### config.mk
export PLATFORM = sky130hd
export DESIGN_NAME = char_lcd_nibble_interface_flat
export DESIGN_NICKNAME = d
export VERILOG_FILES = /design/src/design/clcd_pkg.sv /design/src/design/clcd_cmd_if.sv /design/src/design/clcd_step_if.sv /design/src/design/char_lcd_nibble_interface.sv /design/src/flat_wrapper.sv
export VERILOG_INCLUDE_DIRS = /design/src /design/src/design
export SDC_FILE = /design/constraint.sdc
export NUM_CORES = 1
export LEC_CHECK = 0
export BUFFER_PORTS_ARGS = -buffer_cell sky130_fd_sc_hd__buf_2
export CORE_ASPECT_RATIO = 0.75
export CORE_UTILIZATION = 56
export DETAILED_ROUTE_END_ITERATION = 6
export PLACE_DENSITY = 0.91
export SLEW_MARGIN = 10
export SYNTH_ARGS = -nofsm -noshare
export SYNTH_HDL_FRONTEND = slang
export SYNTH_SLANG_ARGS = --single-unit
### constraint.sdc
create_clock -name clk_i -period 3.3 [get_ports clk_i]
set_clock_uncertainty 0.1 [all_clocks]
set_input_delay 0.66 -clock clk_i [delete_from_list [all_inputs] [get_ports clk_i]]
set_output_delay 0.66 -clock clk_i [all_outputs]
set_load 0.01 [all_outputs]
### src/design/char_lcd_nibble_interface_macros.svh
// Assertion macros for the character LCD nibble interface.
`ifndef CHAR_LCD_NIBBLE_INTERFACE_MACROS_SVH
`define CHAR_LCD_NIBBLE_INTERFACE_MACROS_SVH

// Antecedent holds in this cycle, consequent in the same cycle.
`define CLCD_ASSERT_SAME(name, ante, cons, msg) \
  name: assert property (@(posedge clk_i) disable iff (!rst_ni) (ante) |-> (cons)) \
    else $error(msg);

// Antecedent holds in this cycle, consequent in the next cycle.
`define CLCD_ASSERT_NEXT(name, ante, cons, msg) \
  name: assert property (@(posedge clk_i) disable iff (!rst_ni) (ante) |=> (cons)) \
    else $error(msg);

`endif

### src/design/clcd_pkg.sv
// Types, constants and the control store of the character LCD nibble interface.
package clcd_pkg;

  localparam int FuncW   = 3;
  localparam int ByteW   = 8;
  localparam int ColumnW = 6;
  localparam int NibbleW = 4;
  localparam int HoldW   = 8;
  localparam int UpcW    = 6;
  localparam int CfgIdxW = 1;

  localparam logic [FuncW-1:0] FuncData   = 3'd0;
  localparam logic [FuncW-1:0] FuncCmd    = 3'd1;
  localparam logic [FuncW-1:0] FuncCursor = 3'd2;
  localparam logic [FuncW-1:0] FuncClear  = 3'd3;
  localparam logic [FuncW-1:0] FuncInit   = 3'd4;

  localparam logic [CfgIdxW-1:0] CfgSecondRow = 1'd0;
  localparam logic [CfgIdxW-1:0] CfgPowerWait = 1'd1;

  localparam logic [ByteW-1:0] FirstRowBase     = 8'h80;
  localparam logic [ByteW-1:0] SecondRowReset   = 8'hC0;
  localparam logic [HoldW-1:0] PowerWaitReset   = 8'd50;

  localparam logic [UpcW-1:0] EntryByte  = 6'd0;
  localparam logic [UpcW-1:0] EntryClear = 6'd4;
  localparam logic [UpcW-1:0] EntryInit  = 6'd8;
  localparam logic [UpcW-1:0] LastAddr   = 6'd32;

  typedef enum logic [1:0] {
    NS_KEEP,
    NS_HI,
    NS_LO
  } nsel_e;

  typedef enum logic {
    OS_REQ,
    OS_CONST
  } osel_e;

  typedef enum logic {
    HS_CONST,
    HS_PWR
  } hsel_e;

  typedef struct packed {
    nsel_e             nsel;
    osel_e             osel;
    logic [ByteW-1:0]  cbyte;
    logic              en;
    hsel_e             hsel;
    logic [HoldW-1:0]  hold;
    logic              last;
  } uword_t;

  function automatic uword_t mk(input nsel_e ns, input osel_e os, input logic [ByteW-1:0] cb,
                                input logic en, input hsel_e hs,
                                input logic [HoldW-1:0] hold, input logic last);
    uword_t w;
    w.nsel  = ns;
    w.osel  = os;
    w.cbyte = cb;
    w.en    = en;
    w.hsel  = hs;
    w.hold  = hold;
    w.last  = last;
    return w;
  endfunction

  function automatic uword_t ucode(input logic [UpcW-1:0] a);
    uword_t w;
    case (a)
      6'd0:  w = mk(NS_HI,   OS_REQ,   8'h00, 1'b1, HS_CONST, 8'd1, 1'b0);
      6'd1:  w = mk(NS_HI,   OS_REQ,   8'h00, 1'b0, HS_CONST, 8'd1, 1'b0);
      6'd2:  w = mk(NS_LO,   OS_REQ,   8'h00, 1'b1, HS_CONST, 8'd1, 1'b0);
      6'd3:  w = mk(NS_LO,   OS_REQ,   8'h00, 1'b0, HS_CONST, 8'd3, 1'b1);
      6'd4:  w = mk(NS_HI,   OS_CONST, 8'h01, 1'b1, HS_CONST, 8'd1, 1'b0);
      6'd5:  w = mk(NS_HI,   OS_CONST, 8'h01, 1'b0, HS_CONST, 8'd1, 1'b0);
      6'd6:  w = mk(NS_LO,   OS_CONST, 8'h01, 1'b1, HS_CONST, 8'd1, 1'b0);
      6'd7:  w = mk(NS_LO,   OS_CONST, 8'h01, 1'b0, HS_CONST, 8'd8, 1'b1);
      6'd8:  w = mk(NS_KEEP, OS_CONST, 8'h00, 1'b0, HS_PWR,   8'd0, 1'b0);
      6'd9:  w = mk(NS_HI,   OS_CONST, 8'h30, 1'b1, HS_CONST, 8'd1, 1'b0);
      6'd10: w = mk(NS_HI,   OS_CONST, 8'h30, 1'b0, HS_CONST, 8'd6, 1'b0);
      6'd11: w = mk(NS_HI,   OS_CONST, 8'h30, 1'b1, HS_CONST, 8'd1, 1'b0);
      6'd12: w = mk(NS_HI,   OS_CONST, 8'h30, 1'b0, HS_CONST, 8'd2, 1'b0);
      6'd13: w = mk(NS_HI,   OS_CONST, 8'h30, 1'b1, HS_CONST, 8'd1, 1'b0);
      6'd14: w = mk(NS_HI,   OS_CONST, 8'h30, 1'b0, HS_CONST, 8'd2, 1'b0);
      6'd15: w = mk(NS_HI,   OS_CONST, 8'h20, 1'b1, HS_CONST, 8'd1, 1'b0);
      6'd16: w = mk(NS_HI,   OS_CONST, 8'h20, 1'b0, HS_CONST, 8'd2, 1'b0);
      6'd17: w = mk(NS_HI,   OS_CONST, 8'h28, 1'b1, HS_CONST, 8'd1, 1'b0);
      6'd18: w = mk(NS_HI,   OS_CONST, 8'h28, 1'b0, HS_CONST, 8'd1, 1'b0);
      6'd19: w = mk(NS_LO,   OS_CONST, 8'h28, 1'b1, HS_CONST, 8'd1, 1'b0);
      6'd20: w = mk(NS_LO,   OS_CONST, 8'h28, 1'b0, HS_CONST, 8'd3, 1'b0);
      6'd21: w = mk(NS_HI,   OS_CONST, 8'h0C, 1'b1, HS_CONST, 8'd1, 1'b0);
      6'd22: w = mk(NS_HI,   OS_CONST, 8'h0C, 1'b0, HS_CONST, 8'd1, 1'b0);
      6'd23: w = mk(NS_LO,   OS_CONST, 8'h0C, 1'b1, HS_CONST, 8'd1, 1'b0);
      6'd24: w = mk(NS_LO,   OS_CONST, 8'h0C, 1'b0, HS_CONST, 8'd3, 1'b0);
      6'd25: w = mk(NS_HI,   OS_CONST, 8'h06, 1'b1, HS_CONST, 8'd1, 1'b0);
      6'd26: w = mk(NS_HI,   OS_CONST, 8'h06, 1'b0, HS_CONST, 8'd1, 1'b0);
      6'd27: w = mk(NS_LO,   OS_CONST, 8'h06, 1'b1, HS_CONST, 8'd1, 1'b0);
      6'd28: w = mk(NS_LO,   OS_CONST, 8'h06, 1'b0, HS_CONST, 8'd3, 1'b0);
      6'd29: w = mk(NS_HI,   OS_CONST, 8'h01, 1'b1, HS_CONST, 8'd1, 1'b0);
      6'd30: w = mk(NS_HI,   OS_CONST, 8'h01, 1'b0, HS_CONST, 8'd1, 1'b0);
      6'd31: w = mk(NS_LO,   OS_CONST, 8'h01, 1'b1, HS_CONST, 8'd1, 1'b0);
      6'd32: w = mk(NS_LO,   OS_CONST, 8'h01, 1'b0, HS_CONST, 8'd8, 1'b1);
      default: w = mk(NS_KEEP, OS_CONST, 8'h00, 1'b0, HS_CONST, 8'd0, 1'b1);
    endcase
    return w;
  endfunction

endpackage

### src/design/clcd_cmd_if.sv
// Command channel of the character LCD nibble interface.
interface clcd_cmd_if;
  logic                            valid;
  logic                            ready;
  logic [clcd_pkg::FuncW-1:0]      func;
  logic [clcd_pkg::ByteW-1:0]      byte_value;
  logic                            row;
  logic [clcd_pkg::ColumnW-1:0]    column;

  modport source (output valid, func, byte_value, row, column, input ready);
  modport sink   (input valid, func, byte_value, row, column, output ready);
endinterface

### src/design/clcd_step_if.sv
// Pin step channel of the character LCD nibble interface.
interface clcd_step_if;
  logic                            valid;
  logic                            ready;
  logic                            reg_select;
  logic [clcd_pkg::NibbleW-1:0]    data_nibble;
  logic                            enable;
  logic [clcd_pkg::HoldW-1:0]      hold_ticks;
  logic                            last;

  modport source (output valid, reg_select, data_nibble, enable, hold_ticks, last,
                  input ready);
  modport sink   (input valid, reg_select, data_nibble, enable, hold_ticks, last,
                  output ready);
endinterface

### src/design/char_lcd_nibble_interface.sv
// Top level of the character LCD 4-bit nibble interface.
// Usage: each word on cmd_i asks for a data byte, a command byte, a cursor move,
// a clear or the power-up init. The block answers with a run of pin step words on
// step_o: register-select level, D7..D4 levels, enable level and the number of
// ticks to hold that pin state, with last set on the final step of the command.
// A byte, cursor move or clear gives four steps; init gives twenty-five. Unused
// function codes give no steps.
// A step counter walks a control store, one control word per step, so one step
// word is produced per clock while the output register is free. The first step
// appears once the command is held in the step counter and then in the output
// register; the next command is taken in the cycle the last step is issued.
// The configuration port sets the second-row base and the power-up wait.
// Reset clears the held register-select and nibble state, sets the second-row base
// to 0xC0 and the power-up wait to 50 ticks, and drops any command in flight.
// When the receiver stalls, the current step word is held on step_o and the
// sequencer waits; cmd_i is ready while no command is in flight or as its last step issues.
`include "char_lcd_nibble_interface_macros.svh"

module char_lcd_nibble_interface (
  input  logic                               clk_i,
  input  logic                               rst_ni,
  input  logic                               cfg_we_i,
  input  logic [clcd_pkg::CfgIdxW-1:0]       cfg_index_i,
  input  logic [clcd_pkg::ByteW-1:0]         cfg_data_i,
  clcd_cmd_if.sink                           cmd_i,
  clcd_step_if.source                        step_o
);

  logic [clcd_pkg::ByteW-1:0]   second_row_q;
  logic [clcd_pkg::HoldW-1:0]   power_wait_q;
  logic                         busy_q, busy_d;
  logic [clcd_pkg::UpcW-1:0]    upc_q, upc_d;
  logic                         rs_q, rs_d;
  logic [clcd_pkg::NibbleW-1:0] nib_q, nib_d;
  logic [clcd_pkg::ByteW-1:0]   opnd_q, opnd_d;
  logic                         out_valid_q, out_valid_d;
  logic                         out_rs_q;
  logic [clcd_pkg::NibbleW-1:0] out_nib_q;
  logic                         out_en_q;
  logic [clcd_pkg::HoldW-1:0]   out_hold_q;
  logic                         out_last_q;

  clcd_pkg::uword_t             uw;
  logic [clcd_pkg::ByteW-1:0]   operand;
  logic [clcd_pkg::NibbleW-1:0] step_nib;
  logic [clcd_pkg::HoldW-1:0]   step_hold;
  logic                         fire;
  logic                         cmd_acc;
  logic [clcd_pkg::ByteW-1:0]   row_base;

  assign uw      = clcd_pkg::ucode(upc_q);
  assign fire    = busy_q && (!out_valid_q || step_o.ready);
  assign cmd_i.ready = !busy_q || (fire && uw.last);
  assign cmd_acc = cmd_i.valid && cmd_i.ready;
  assign operand = (uw.osel == clcd_pkg::OS_REQ) ? opnd_q : uw.cbyte;
  assign row_base = cmd_i.row ? second_row_q : clcd_pkg::FirstRowBase;

  always_comb begin
    case (uw.nsel)
      clcd_pkg::NS_HI: step_nib = operand[7:4];
      clcd_pkg::NS_LO: step_nib = operand[3:0];
      default:         step_nib = nib_q;
    endcase
    step_hold = (uw.hsel == clcd_pkg::HS_PWR) ? power_wait_q : uw.hold;
  end

  always_comb begin
    busy_d      = busy_q;
    upc_d       = upc_q;
    rs_d        = rs_q;
    nib_d       = nib_q;
    opnd_d      = opnd_q;
    out_valid_d = out_valid_q && !step_o.ready;
    if (fire) begin
      out_valid_d = 1'b1;
      nib_d       = step_nib;
      upc_d       = upc_q + 1'b1;
      if (uw.last) begin
        busy_d = 1'b0;
      end
    end
    if (cmd_acc) begin
      if (cmd_i.func inside {clcd_pkg::FuncData, clcd_pkg::FuncCmd, clcd_pkg::FuncCursor,
                             clcd_pkg::FuncClear, clcd_pkg::FuncInit}) begin
        busy_d = 1'b1;
        rs_d   = (cmd_i.func == clcd_pkg::FuncData);
      end
      case (cmd_i.func)
        clcd_pkg::FuncData, clcd_pkg::FuncCmd: begin
          upc_d  = clcd_pkg::EntryByte;
          opnd_d = cmd_i.byte_value;
        end
        clcd_pkg::FuncCursor: begin
          upc_d  = clcd_pkg::EntryByte;
          opnd_d = row_base + {{(clcd_pkg::ByteW-clcd_pkg::ColumnW){1'b0}}, cmd_i.column};
        end
        clcd_pkg::FuncClear: begin
          upc_d = clcd_pkg::EntryClear;
        end
        clcd_pkg::FuncInit: begin
          upc_d = clcd_pkg::EntryInit;
        end
        default: begin
        end
      endcase
    end
  end

  always_ff @(posedge clk_i or negedge rst_ni) begin
    if (!rst_ni) begin
      second_row_q <= clcd_pkg::SecondRowReset;
      power_wait_q <= clcd_pkg::PowerWaitReset;
      busy_q       <= 1'b0;
      upc_q        <= clcd_pkg::EntryByte;
      rs_q         <= 1'b0;
      nib_q        <= '0;
      out_valid_q  <= 1'b0;
    end else begin
      if (cfg_we_i) begin
        case (cfg_index_i)
          clcd_pkg::CfgSecondRow: second_row_q <= cfg_data_i;
          clcd_pkg::CfgPowerWait: power_wait_q <= cfg_data_i;
          default: begin
          end
        endcase
      end
      busy_q      <= busy_d;
      upc_q       <= upc_d;
      rs_q        <= rs_d;
      nib_q       <= nib_d;
      out_valid_q <= out_valid_d;
    end
  end

  always_ff @(posedge clk_i) begin
    opnd_q <= opnd_d;
    if (fire) begin
      out_rs_q   <= rs_q;
      out_nib_q  <= step_nib;
      out_en_q   <= uw.en;
      out_hold_q <= step_hold;
      out_last_q <= uw.last;
    end
  end

  assign step_o.valid       = out_valid_q;
  assign step_o.reg_select  = out_rs_q;
  assign step_o.data_nibble = out_nib_q;
  assign step_o.enable      = out_en_q;
  assign step_o.hold_ticks  = out_hold_q;
  assign step_o.last        = out_last_q;

  `CLCD_ASSERT_SAME(a_upc_in_store, busy_q, upc_q <= clcd_pkg::LastAddr, "step counter past store")
  `CLCD_ASSERT_NEXT(a_last_ends_cmd, fire && uw.last && !cmd_i.valid, !busy_q, "busy after last")
  `CLCD_ASSERT_NEXT(a_stall_no_step, busy_q && out_valid_q && !step_o.ready,
                    out_valid_q && $stable(upc_q), "step issued into full output")

endmodule
### src/flat_wrapper.sv
// flat-port wrapper written by rule: the top's interface ports become plain ports
module char_lcd_nibble_interface_flat 
  (clk_i, rst_ni, cfg_we_i, cfg_index_i, cfg_data_i, cmd_i_valid, cmd_i_func, cmd_i_byte_value, cmd_i_row, cmd_i_column, cmd_i_ready, step_o_valid, step_o_reg_select, step_o_data_nibble, step_o_enable, step_o_hold_ticks, step_o_last, step_o_ready);
  clcd_cmd_if cmd_i_i ();
  clcd_step_if step_o_i ();
  input  logic clk_i;
  input  logic rst_ni;
  input  logic cfg_we_i;
  input  logic [clcd_pkg::CfgIdxW-1:0] cfg_index_i;
  input  logic [clcd_pkg::ByteW-1:0] cfg_data_i;
  input wire logic [$bits(cmd_i_i.valid)-1:0] cmd_i_valid;
  input wire logic [$bits(cmd_i_i.func)-1:0] cmd_i_func;
  input wire logic [$bits(cmd_i_i.byte_value)-1:0] cmd_i_byte_value;
  input wire logic [$bits(cmd_i_i.row)-1:0] cmd_i_row;
  input wire logic [$bits(cmd_i_i.column)-1:0] cmd_i_column;
  output wire logic [$bits(cmd_i_i.ready)-1:0] cmd_i_ready;
  output wire logic [$bits(step_o_i.valid)-1:0] step_o_valid;
  output wire logic [$bits(step_o_i.reg_select)-1:0] step_o_reg_select;
  output wire logic [$bits(step_o_i.data_nibble)-1:0] step_o_data_nibble;
  output wire logic [$bits(step_o_i.enable)-1:0] step_o_enable;
  output wire logic [$bits(step_o_i.hold_ticks)-1:0] step_o_hold_ticks;
  output wire logic [$bits(step_o_i.last)-1:0] step_o_last;
  input wire logic [$bits(step_o_i.ready)-1:0] step_o_ready;
  assign cmd_i_i.valid = cmd_i_valid;
  assign cmd_i_i.func = cmd_i_func;
  assign cmd_i_i.byte_value = cmd_i_byte_value;
  assign cmd_i_i.row = cmd_i_row;
  assign cmd_i_i.column = cmd_i_column;
  assign cmd_i_ready = cmd_i_i.ready;
  assign step_o_valid = step_o_i.valid;
  assign step_o_reg_select = step_o_i.reg_select;
  assign step_o_data_nibble = step_o_i.data_nibble;
  assign step_o_enable = step_o_i.enable;
  assign step_o_hold_ticks = step_o_i.hold_ticks;
  assign step_o_last = step_o_i.last;
  assign step_o_i.ready = step_o_ready;
  char_lcd_nibble_interface u_core (.clk_i(clk_i), .rst_ni(rst_ni), .cfg_we_i(cfg_we_i), .cfg_index_i(cfg_index_i), .cfg_data_i(cfg_data_i), .cmd_i(cmd_i_i), .step_o(step_o_i));
endmodule
Yosys cells after proc, flatten, opt, wreduce, memory -nomap -nowiden

Memory sizes are Yosys's and may differ from the RTL's.
Index checks and enable logic that the tools add are counted.

Register bits after elaboration: 52
ROM bits: 1024
Input bits: 32
Logic and storage cells: 54
Memories kept: 1

Memories:

| name             | depth | bits a word | read ports | clocked after Yosys merged registers in | wr ports | line           | source |
|---|---|---|---|---|---|---|---|
| (name not given) | 64    | 16          | 1          | 0                                       | 0        | clcd_pkg.sv:72 | `case (a)` |

Add/sub/neg operators: 2
Equality and inequality tests: 6
Multiplexer cells: 13
Bitwise logic cells: 1
Reduce and logical (&&, ||, !) cells: 18

Operator list:

| operator                                                               | number |
|---|---|
| 8-bit two-way mux                                                      | 3 |
| 6-bit one-hot mux with 3 select lines                                  | 1 |
| 8-bit one-hot mux with 2 select lines                                  | 1 |
| 6-bit two-way mux                                                      | 2 |
| 8-bit by 6-bit adder with 8-bit output                                 | 1 |
| 4-bit one-hot mux with 2 select lines                                  | 1 |
| 2-bit AND reduction                                                    | 4 |
| 6-bit by 1-bit adder with 6-bit output (second input constant)         | 1 |
| 3-bit by 2-bit equality test with 1-bit output (second input constant) | 2 |
| 1-bit two-way mux                                                      | 5 |
| 5-bit nonzero test                                                     | 1 |
| 1-bit logical AND                                                      | 4 |
| 3-bit by 1-bit equality test with 1-bit output (second input constant) | 1 |
| 3-bit equality test (second input constant)                            | 1 |
| 1-bit logical NOT                                                      | 3 |
| 3-bit logical NOT                                                      | 1 |
| 3-bit OR reduction                                                     | 1 |
| 2-bit by 1-bit equality test with 1-bit output (second input constant) | 1 |
| 2-bit equality test (second input constant)                            | 1 |
| 1-bit logical OR                                                       | 2 |
| 2-bit nonzero test                                                     | 1 |
| 2-bit OR reduction                                                     | 1 |
| 1-bit inverter                                                         | 1 |

Logic depth before layout (Yosys ltp)

Gate-level depths: netlist of run 1.

Depth after elaboration: 7
Depth in mapped cells: 11

Worst setup path after synthesis of run 1

No wires, ideal clock.

Path kind: register -> register
From: register u_core.upc_q[0] (netlist name)
To: register u_core.nib_q[1] (netlist name)
Setup time: 0.125 ns
Arrival time: 2.383 ns
Required time: 3.075 ns
Slack: 0.692 ns
Stages on the path, launching flop included: 9
Path buffers: 0
Period minus slack after synthesis: 2.608 ns
Cells stage by stage: dfrtp_1 > inv_1 > ha_1 > nor2b_1 > a211o_1 > a21o_1 > ha_1 > nor2_1 > mux2_2

Word-level cells in the longest chain between the ends: 3

RTL lines:

| element                                     | line                             | source |
|---|---|---|
| start, declared                             | char_lcd_nibble_interface.sv:32  | `logic [clcd_pkg::UpcW-1:0] upc_q, upc_d;` |
| start signal, assigned                      | char_lcd_nibble_interface.sv:114 | `upc_q <= clcd_pkg::EntryByte;` |
| start signal, assigned                      | char_lcd_nibble_interface.sv:128 | `upc_q <= upc_d;` |
| memory read 64 x 16 bit *                   | n/a                              |  |
| 2-bit equality test (tied with other cells) | char_lcd_nibble_interface.sv:59  | `case (uw.nsel)` |
| 4-bit one-hot mux with 2 select lines *     | char_lcd_nibble_interface.sv:59  |  |
| end signal, assigned                        | char_lcd_nibble_interface.sv:130 | `nib_q <= nib_d;` |
| end, declared                               | char_lcd_nibble_interface.sv:34  | `logic [clcd_pkg::NibbleW-1:0] nib_q, nib_d;` |

Mark *: on every way between the ends. The rest lies on a longest branch, timed or not.
A chain may end at the register's enable or synchronous reset.

Worst setup path in the final report of run 1

From: register u_core.upc_q[2] (netlist name)
To: output port cmd_i_ready

Word-level cells in the longest chain between the ends: 3

RTL lines:

| element                 | line                            | source |
|---|---|---|
| memory read 64 x 16 bit | n/a                             |  |
| 1-bit logical AND       | char_lcd_nibble_interface.sv:53 | `assign cmd_i.ready = !busy_q \|\| (fire && uw.last);` |
| 1-bit logical OR        | char_lcd_nibble_interface.sv:53 |  |
| end, declared           | flat_wrapper.sv:16              | `output wire logic [$bits(cmd_i_i.ready)-1:0] cmd_i_ready;` |

Every way passes these cells.

==> metrics, run 1 <==
crit-path max cell delay 0.70 ns; RSZ-0062 raised after global routing false; initial core utilization 59.7%; post-cts hold buffer count 0; largest net degree at the start of global routing 30; Synth Area in Compound Gates 12.9%; unique cell type count in the Yosys netlist 57; top-area cell type share of the netlist area 23.1%; final std cells w/o fill 404; Final Routed Wirelength 6.14 mm; Final ANT Viol Nets 0; Worst path slowest cell dfrtp_1; clock root cell clkbuf_8; GRT Total Usage 23.6%; reg-to-reg slack, setup 0.36 ns; Pre-antenna DRT Iters 4; final setup fails 0; largest family of logic cells by synthesized area simple AND/OR/NAND/NOR gates; PortBufs 48; routed vias 2,261; Synth Area in XOR/XNOR 2.34%; initial antenna violation count 0; Worst EP required 2.54 ns; Crit path buffers/inverters 2; met3 Use GR 4.02%; delay-heaviest family, CP flip-flops; Post-CTS Setup Inserts 0; Synth Area in Simple Gates 16.7%; worst IR drop on VDD 0.398 mV; Core Box Area 5010 um^2; period utilisation layout 92.7%; Final nets 379; I/O pins 49; Mean Syn Cell Area 10.6 um^2; startpoint types register; Commonest cells post-synth 28 x nand2_1, 25 x nor2_1, 24 x dfrtp_1; top-count cell post-synth nand2_1; Rows 22; hpwl dp 4.63 mm; total grt overflow 0; largest area contributor in the netlist edfxtp_1; setup ws final 0.240 ns; post-synthesis async set-or-reset flop share 55.8%; # DRC 0; post-synthesis net count 330; Final Max Tran Viols 0; Least-Margin Pin Slew 0.832 ns; f_max 327 MHz; sequential area share after synthesis 47.6%; Cells after Synth 282; Antenna Cells 0; vias per inst 5.60; Post-CTS Resized 0; wire per inst 15.2 um; Die Area 5640 um^2; CP endpoint kind output pin; CTS tree yes; Clk pin slew, worst setup/hold paths 0.11 ns; final worst path period need 3.06 ns; Inst Count DP 396; PwrDens 833 nW/um^2; Slew HR 44.5%; Hold Crit Class input pin to asynchronous set/reset pin; Crit Path Category register to output pin; met1 usage 30.1%; Fill cells 382; Post-Synth Adder-Cell Area 6.94%; Clock Path Buffers 2; crit-path cells inv_1 -> ha_1 -> or2_2 -> a21oi_2 -> o21ai_4 -> buf_2; number of synthesis warnings 0; Leak 1.48 nW; synthesized area 2990 um^2; crit path DAT 2.30 ns; number of global-route vias before repair 2,175; status complete, no violations; die height 65.3 um; Main synth FF type dfrtp_1; Sink Count 52; die width 86.4 um; Tot Pwr 0.00283 W; final hold violation count 0; M2 GR Usage 40.8%; dpl ws 0.412 ns; H-tree depth 2; cts bufs inserted 5; top post-synthesis cells by area edfxtp_1 23%, dfrtp_1 20%, mux2_2 8.3%; busiest grt layer met2; synthesis-stage register bit count 52; layout cell share with drive strength beyond 1 28.9%; EDFF count, synth 23; RD Place Congestion 0.966; clk_lat worst skew 0.32 ns; post-synthesis mux area share 10.3%; global-route wire length before repair 10.0 mm; max_cap viols 0; largest fanout on the critical path 17; Fin Setup TNS 0 ns; Iter 0 DRT Violations 199; Layout area overhead 13.5%
-- flip-flops by register name, summed over array words and instances (netlist names) --
signal	count
u_core.nib_q	4
u_core.step_o.reg_select	1
u_core.step_o.hold_ticks	8
u_core.step_o.data_nibble	4
u_core.power_wait_q	8
u_core.busy_q	1
u_core.upc_q	6
u_core.step_o.enable	1
u_core.step_o.valid	1
u_core.step_o.last	1
u_core.second_row_q	8
u_core.opnd_q	8
u_core.rs_q	1
-- layout make-up --
cell class	instances	area [um^2]	area share, %
Multi-Input combinational cell	209	1470	43.4
Timing Repair Buffer	51	263	7.74
Inverter	12	45.0	1.33
Clock buffer	5	68.8	2.03
Sequential cell	52	1420	41.9
Tap cell	72	90.1	2.65
Clock inverter	3	33.8	0.995
-- report_power, final --
part / switching (W) / internal (W) / total (W)
logic: 0.000775 / 0.000585 / 0.00136
clock network: 0.000240 / 0.000160 / 0.000400
registers: 0.000137 / 0.000933 / 0.00107
total: 0.00115 / 0.00168 / 0.00283
-- metrics by stage --
| step | utilization [%] | cell area, um^2 | hold slack, ns |
|---|---|---|---|
| detailed placement | 65.7 | 3290 | 0.340 |
| global placement | 65.7 | 3290 | 0.338 |
| finish | 67.8 | 3400 | 0.254 |
| global route | 67.8 | 3400 | 0.308 |
| CTS | 67.8 | 3400 | 0.274 |
| floorplan | - | 2990 | 0.264 |
-- metal layers --
metal  wire length [um]  vias to the layer above  share of wire, %
li1                   -                     1106                 -
met1               2700                     1056                44
met2               2980                       87                48
met3                368                       12               6.0
met4                 95                        0               1.5
met5                  0                        -                 0
-- logic make-up after synthesis --
family          Yosys count
compound gates           58
xor+xnor                  8
fa+ha+maj                16
buf+inv                  21
flops                    52
mux                      28
simple gates             99
-- layout by cell type (no fill, tap or decap), drive strengths merged, types with 3 or more instances in the layout --
cell,n
a211oi,5
a21o,3
a21oi,17
and2,9
buf,51
clkbuf,5
dfrtp,24
dfstp,5
edfxtp,23
ha,15
inv,13
mux2,23
mux2i,5
nand2,28
nand2b,4
nand3,6
nor2,25
nor2b,3
nor3,8
o21ai,16
or3b,4
xnor2,4
xor2,4
-- worst paths after layout --
path / startpoint / endpoint / depth (start not counted)
setup / recovery: u_core.upc_q[2]$_DFF_PN0_ / cmd_i_ready / 6
hold / removal: rst_ni / u_core.second_row_q[5]$_DFFE_PN0P_ / 1
setup reg to reg: u_core.upc_q[0]$_DFF_PN0_ / u_core.nib_q[3]$_DFFE_PN0N_ / 8
hold reg to reg: u_core.rs_q$_DFFE_PN0P_ / u_core.step_o.reg_select$_DFFE_PN_ / 0
max in group asynchronous: rst_ni / u_core.nib_q[0]$_DFFE_PN0N_ / 1
min in group clk_i: u_core.rs_q$_DFFE_PN0P_ / u_core.step_o.reg_select$_DFFE_PN_ / 0
Note: power is estimated with default switching activity, not from simulation.
==> run 2: changes to the inputs <==
--- a/config.mk
+++ b/config.mk
@@ -8,9 +8,9 @@
 export LEC_CHECK = 0
 export BUFFER_PORTS_ARGS = -buffer_cell sky130_fd_sc_hd__buf_2
 export CORE_ASPECT_RATIO = 0.75
-export CORE_UTILIZATION = 56
+export CORE_UTILIZATION = 60
 export DETAILED_ROUTE_END_ITERATION = 6
-export PLACE_DENSITY = 0.91
+export PLACE_DENSITY = 0.95
 export SLEW_MARGIN = 10
 export SYNTH_ARGS = -nofsm -noshare
 export SYNTH_HDL_FRONTEND = slang
==> constraint.sdc (replaced) <==
create_clock -name clk_i -period 3.9 [get_ports clk_i]
set_clock_uncertainty 0.1 [all_clocks]
set_input_delay 0.78 -clock clk_i [delete_from_list [all_inputs] [get_ports clk_i]]
set_output_delay 0.78 -clock clk_i [all_outputs]
set_load 0.01 [all_outputs]
==> run 2 against run 1 <==
Clock power is 16% lower. Utilization up 4.6 points. Flip-flop and latch count stayed put.
==> metrics, run 2 (synthesis gave the netlist of run 1 again) <==
Slew HR 48.2% (+3.7 points); Iter 0 DRT Violations 197 (-1.0%); cts bufs inserted 5 (unchanged); die height 63.2 um (-3.3%); crit-path max cell delay 0.69 ns (about the same); reg-to-reg slack, setup 0.96 ns (+0.60 ns); Fill cells 325 (-15%); Clock Path Buffers 2 (unchanged); Switching Share 40.3% (-0.41 points); crit path DAT 2.26 ns (-0.04 ns); area occupied by multi-input gates 1470 um^2 (unchanged); Final Max Tran Viols 0 (unchanged); Post-CTS Setup Inserts 0 (unchanged); register area 1420 um^2 (unchanged); # DRC 0 (unchanged); hpwl dp 4.58 mm (-1.1%); Final Routed Wirelength 6.03 mm (-1.9%); clock root cell clkbuf_8; Core Box Area 4620 um^2 (-7.7%); Crit Path Category register to output pin; initial core utilization 64.7% (+5.0 points); PwrDens 704 nW/um^2 (-16%); Pre-antenna DRT Iters 4 (unchanged); Final nets 376 (-0.79%); largest fanout on the critical path 17 (unchanged); Worst path slowest cell dfrtp_1; Rows 21 (-4.5%); clk_lat worst skew 0.32 ns (about the same); Worst EP required 3.02 ns (+0.48 ns); Sink Count 52 (unchanged); RD Place Congestion 0.904 (-6.4%); PortBufs 48 (unchanged); Layout area overhead 12.0%; Leak 1.47 nW (-1.1%); CTS tree yes; final hold violation count 0 (unchanged); final worst path period need 3.14 ns; number of global-route vias before repair 2,040 (-6.2%); Fin Setup TNS 0 ns (unchanged); largest net degree at the start of global routing 30 (unchanged); post-cts hold buffer count 0 (unchanged); I/O pins 49 (unchanged); die width 83.5 um (-3.3%); Die Area 5280 um^2 (-6.5%); max_cap viols 0 (unchanged); initial antenna violation count 0 (unchanged); routed vias 2,251 (-0.44%); startpoint types register; worst IR drop on VDD 0.408 mV (+2.5%); most common cell after layout, fill and taps aside buf_2; RSZ-0062 raised after global routing false; GRT Total Usage 23.7% (+0.18 points); final setup fails 0 (unchanged); wire per inst 15.6 um (+2.7%); Least-Margin Pin Slew 0.776 ns (-0.0555 ns); Clk pin slew, worst setup/hold paths 0.11 ns (about the same); Flop pwr share 40.3% (+2.5 points); period utilisation layout 80.5%; total grt overflow 0 (unchanged); f_max 319 MHz; commonest cells after routing, fill and taps aside 48 x buf_2, 28 x nand2_1, 25 x nor2_1, 24 x dfrtp_1, 23 x edfxtp_1; setup ws final 0.762 ns (+0.521 ns); global-route wire length before repair 9.74 mm (-2.7%); net switching power 0.000950 W (-18%); Antenna Cells 0 (unchanged); crit-path cells inv_1 -> ha_1 -> or2_2 -> a21oi_2 -> o21ai_4 -> buf_2; dpl ws 0.999 ns (+0.588 ns); vias per inst 5.83 (+4.2%); CP endpoint kind output pin; layout cell share with drive strength beyond 1 28.3% (-0.65 points); Hold Crit Class register to register; Logic pwr share 45.5% (-2.6 points); Final ANT Viol Nets 0 (unchanged); Clk pwr share 14.2% (about the same); H-tree depth 2 (unchanged); status complete, no violations; Cell Int Power 0.00141 W (-16%); Post-CTS Resized 0 (unchanged)
-- run 2: cell count changes in the layout (fill, tap and decap cells not counted) --
cell / delta
buf_4: -3
clkinv_4: -1
clkinv_8: -1
inv_6: +1
inv_8: +1
-- run 2: cell type report --
type	instances	share of cell area (%)
clock buffer	5	2.05
clock inverter	3	0.859
timing repair buffer	48	7.17
inverter	12	1.34
tap	57	2.13
multi-input combinational	209	44.0
sequential	52	42.5
-- run 2: power groups by stage --
stage,combinational (W),sequential [W],clock (W)
2_1_floorplan,0.000836,0.000916,0
4_1_cts,0.00107,0.000947,0.000340
6_report,0.00107,0.000949,0.000335
5_1_grt,0.00119,0.000970,0.000361
3_5_place_dp,0.00107,0.000958,0
3_3_place_gp,0.00103,0.000947,0
-- run 2: metrics by stage --
stage / hold WS (ns) / utilization [%] / instances / instance area [um^2] / power [W]
after floorplan: 0.325 / - / 282 / 2990 / 0.00175
after global placement: 0.339 / 70.3 / 378 / 3250 / 0.00198
after detailed placement: 0.345 / 70.3 / 378 / 3250 / 0.00203
after CTS: 0.367 / 72.4 / 386 / 3350 / 0.00236
after global routing: 0.377 / 72.4 / 386 / 3350 / 0.00252
final: 0.366 / 72.4 / 386 / 3350 / 0.00236
-- run 2: worst paths after layout --
| kind | startpoint | endpoint | depth (start not counted) |
|---|---|---|---|
| setup / recovery | u_core.upc_q[2]$_DFF_PN0_ | cmd_i_ready | 6 |
| hold / removal | u_core.rs_q$_DFFE_PN0P_ | u_core.step_o.reg_select$_DFFE_PN_ | 0 |
| setup reg to reg | u_core.upc_q[3]$_DFF_PN0_ | u_core.nib_q[3]$_DFFE_PN0N_ | 8 |
| hold reg to reg | u_core.rs_q$_DFFE_PN0P_ | u_core.step_o.reg_select$_DFFE_PN_ | 0 |
| max in group asynchronous | rst_ni | u_core.second_row_q[3]$_DFFE_PN0P_ | 1 |
| min in group asynchronous | rst_ni | u_core.upc_q[4]$_DFF_PN0_ | 1 |
-- run 2: routing by layer --
| metal | GRT usage, % | share of wire [%] | vias to the layer above | wire [um] |
|---|---|---|---|---|
| li1 | - | - | 1102 | - |
| met1 | 32.9 | 46 | 1073 | 2770 |
| met2 | 39.1 | 49 | 71 | 2950 |
| met3 | 4.72 | 4.5 | 5 | 272 |
| met4 | 5.30 | 0.66 | 0 | 40 |
| met5 | 0 | 0 | - | 0 |
-- run 2: worst max-delay path, delay by kind of cell (launching register included) --
kind / cells / cell delay [ns]
flops: 1 / 0.69
buf+inv: 2 / 0.38
compound gates: 2 / 0.34
simple gates: 1 / 0.28
fa+ha+maj: 1 / 0.26
==> run 3: changes to the inputs <==
--- a/config.mk
+++ b/config.mk
@@ -8,9 +8,9 @@
 export LEC_CHECK = 0
 export BUFFER_PORTS_ARGS = -buffer_cell sky130_fd_sc_hd__buf_2
 export CORE_ASPECT_RATIO = 0.75
-export CORE_UTILIZATION = 60
+export CORE_UTILIZATION = 56
 export DETAILED_ROUTE_END_ITERATION = 6
-export PLACE_DENSITY = 0.95
+export PLACE_DENSITY = 0.91
 export SLEW_MARGIN = 10
 export SYNTH_ARGS = -nofsm -noshare
 export SYNTH_HDL_FRONTEND = slang
==> constraint.sdc (replaced) <==
create_clock -name clk_i -period 2.9 [get_ports clk_i]
set_clock_uncertainty 0.1 [all_clocks]
set_input_delay 0.58 -clock clk_i [delete_from_list [all_inputs] [get_ports clk_i]]
set_output_delay 0.58 -clock clk_i [all_outputs]
set_load 0.01 [all_outputs]
==> run 3 against run 2 <==
Clock power rose by 38%. Utilization down 3.6 points. Final cell count is 6.0% higher. Via count is 5.4% higher. Largest power group unchanged. Highest routed layer unchanged.
==> metrics, run 3 (synthesis gave the netlist of run 1 again) <==
cts bufs inserted 5 (unchanged); die height 65.3 um (+3.4%); Hold Crit Class input pin to asynchronous set/reset pin; number of global-route vias before repair 2,313 (+13%); Crit path buffers/inverters 2 (unchanged); Inst Count DP 401 (+6.1%); final setup fails 0 (unchanged); Antenna Cells 0 (unchanged); Sink Count 52 (unchanged); total grt overflow 0 (unchanged); PortBufs 48 (unchanged); CP endpoint kind output pin; Cell Int Power 0.00198 W (+41%); Fill cells 381 (+17%); largest net degree at the start of global routing 30 (unchanged); PwrDens 966 nW/um^2 (+37%); layout cell share with drive strength beyond 1 31.5% (+3.2 points); GRT Total Usage 24.5% (+0.78 points); CTS tree yes; delay-heaviest family, CP adder cells; most common cell after layout, fill and taps aside buf_2; Worst EP required 2.22 ns (-0.80 ns); max_cap viols 0 (unchanged); Worst path slowest cell dfrtp_1; initial core utilization 59.7% (-5.0 points); post-layout util 68.9% (-3.6 points); area occupied by multi-input gates 1490 um^2 (+1.4%); Least-Margin Pin Slew 0.708 ns (-0.0685 ns); period utilisation layout 97.0%; Post-CTS Setup Inserts 0 (unchanged); Final nets 384 (+2.1%); Logic pwr share 50.0% (+4.5 points); Clk pwr share 13.8% (-0.4 points); Slew HR 52.8% (+4.6 points); Pre-antenna DRT Iters 5 (+1); Final ANT Viol Nets 0 (unchanged); Clock Path Buffers 2 (unchanged); I/O pins 49 (unchanged); register area 1420 um^2 (about the same); Layout area overhead 15.3%; Flop pwr share 36.1% (-4.2 points); Leak 1.51 nW (+2.6%); crit path DAT 2.13 ns (-0.13 ns); # DRC 0 (unchanged); RD Place Congestion 0.937 (+3.7%); routed vias 2,373 (+5.4%); wire per inst 15.4 um (-1.3%); Crit path top cell by count ha_1; commonest cells after routing, fill and taps aside 48 x buf_2, 28 x nand2_1, 24 x nor2_1, 23 x dfrtp_1, 23 x edfxtp_1; final std cells w/o fill 409 (+6.0%); status complete, no violations; global-route wire length before repair 10.4 mm (+6.9%); final worst path period need 2.81 ns; Die Area 5640 um^2 (+6.9%); net switching power 0.00135 W (+42%); worst IR drop on VDD 0.485 mV (+19%); Final Max Tran Viols 0 (unchanged); Tot Pwr 0.00333 W (+41%); largest fanout on the critical path 6 (-11); Final Routed Wirelength 6.31 mm (+4.6%); setup ws final 0.0872 ns (-0.674 ns); f_max 356 MHz; die width 86.4 um (+3.4%); hpwl dp 4.68 mm (+2.0%); initial antenna violation count 0 (unchanged); vias per inst 5.80 (-0.51%); H-tree depth 2 (unchanged); Crit Path Category register to output pin; Core Box Area 5010 um^2 (+8.3%); Rows 22 (+4.8%); Iter 0 DRT Violations 211 (+7.1%); dpl ws 0.118 ns (-0.882 ns); final hold violation count 0 (unchanged); Clk pin slew, worst setup/hold paths 0.11 ns (about the same); clk_lat worst skew 0.33 ns (about the same); clock root cell clkbuf_8; crit-path max cell delay 0.40 ns (-0.29 ns); Switching Share 40.5% (+0.23 points); crit-path cells buf_4 -> ha_1 -> ha_1 -> or2_2 -> a21oi_2 -> o21ai_4 -> buf_2; startpoint types register
run 3: worst paths after layout:
kind	cells past startpoint	slack [ns]	to	start
min	1	0.17	u_core.second_row_q[3]$_DFFE_PN0P_	rst_ni
max reg2reg	10	0.16	u_core.step_o.data_nibble[3]$_DFFE_PN_	u_core.upc_q[3]$_DFF_PN0_
max	7	0.09	cmd_i_ready	u_core.upc_q[0]$_DFF_PN0_
min reg2reg	0	0.38	u_core.step_o.reg_select$_DFFE_PN_	u_core.rs_q$_DFFE_PN0P_
max in group asynchronous	1	2.07	u_core.upc_q[1]$_DFF_PN0_	rst_ni
min in group clk_i	0	0.38	u_core.step_o.reg_select$_DFFE_PN_	u_core.rs_q$_DFFE_PN0P_
run 3: cell type report:
| cell class | count | area share (%) |
|---|---|---|
| clock inverter | 3 | 0.834 |
| multi-input combinational | 209 | 43.3 |
| tap | 72 | 2.61 |
| inverter | 12 | 1.31 |
| clock buffer | 5 | 1.99 |
| timing repair buffer | 56 | 8.71 |
| sequential | 52 | 41.3 |
run 3: what timing repair did:
item                                    4_1_cts  5_1_grt
gates resized for setup                       0        6
hold buffers                                  0        0
endpoints found under the setup margin        0        4
run 3: metrics by stage:
| stage | hold WS, ns | instance area, um^2 | TNS, ns |
|---|---|---|---|
| after floorplan | 0.184 | 2990 | 0 |
| after global placement | 0.336 | 3330 | 0 |
| after detailed placement | 0.343 | 3330 | 0 |
| after CTS | 0.184 | 3430 | 0 |
| after global routing | 0.216 | 3450 | -0.00731 |
| final | 0.171 | 3450 | 0 |
run 3: power by group through the flow:
stage	registers (W)	logic (W)	clock network, W
after floorplan	0.00123	0.00112	0
after global placement	0.00120	0.00154	0
after detailed placement	0.00121	0.00159	0
after CTS	0.00119	0.00160	0.000464
after global routing	0.00123	0.00182	0.000497
final	0.00120	0.00167	0.000461
run 3: metal layers:
layer	track usage [%]	vias up	wire length, um
met5	0	-	0
met4	10.6	0	131
met3	4.65	19	379
met2	40.9	124	2960
met1	31.5	1112	2830
li1	-	1118	-
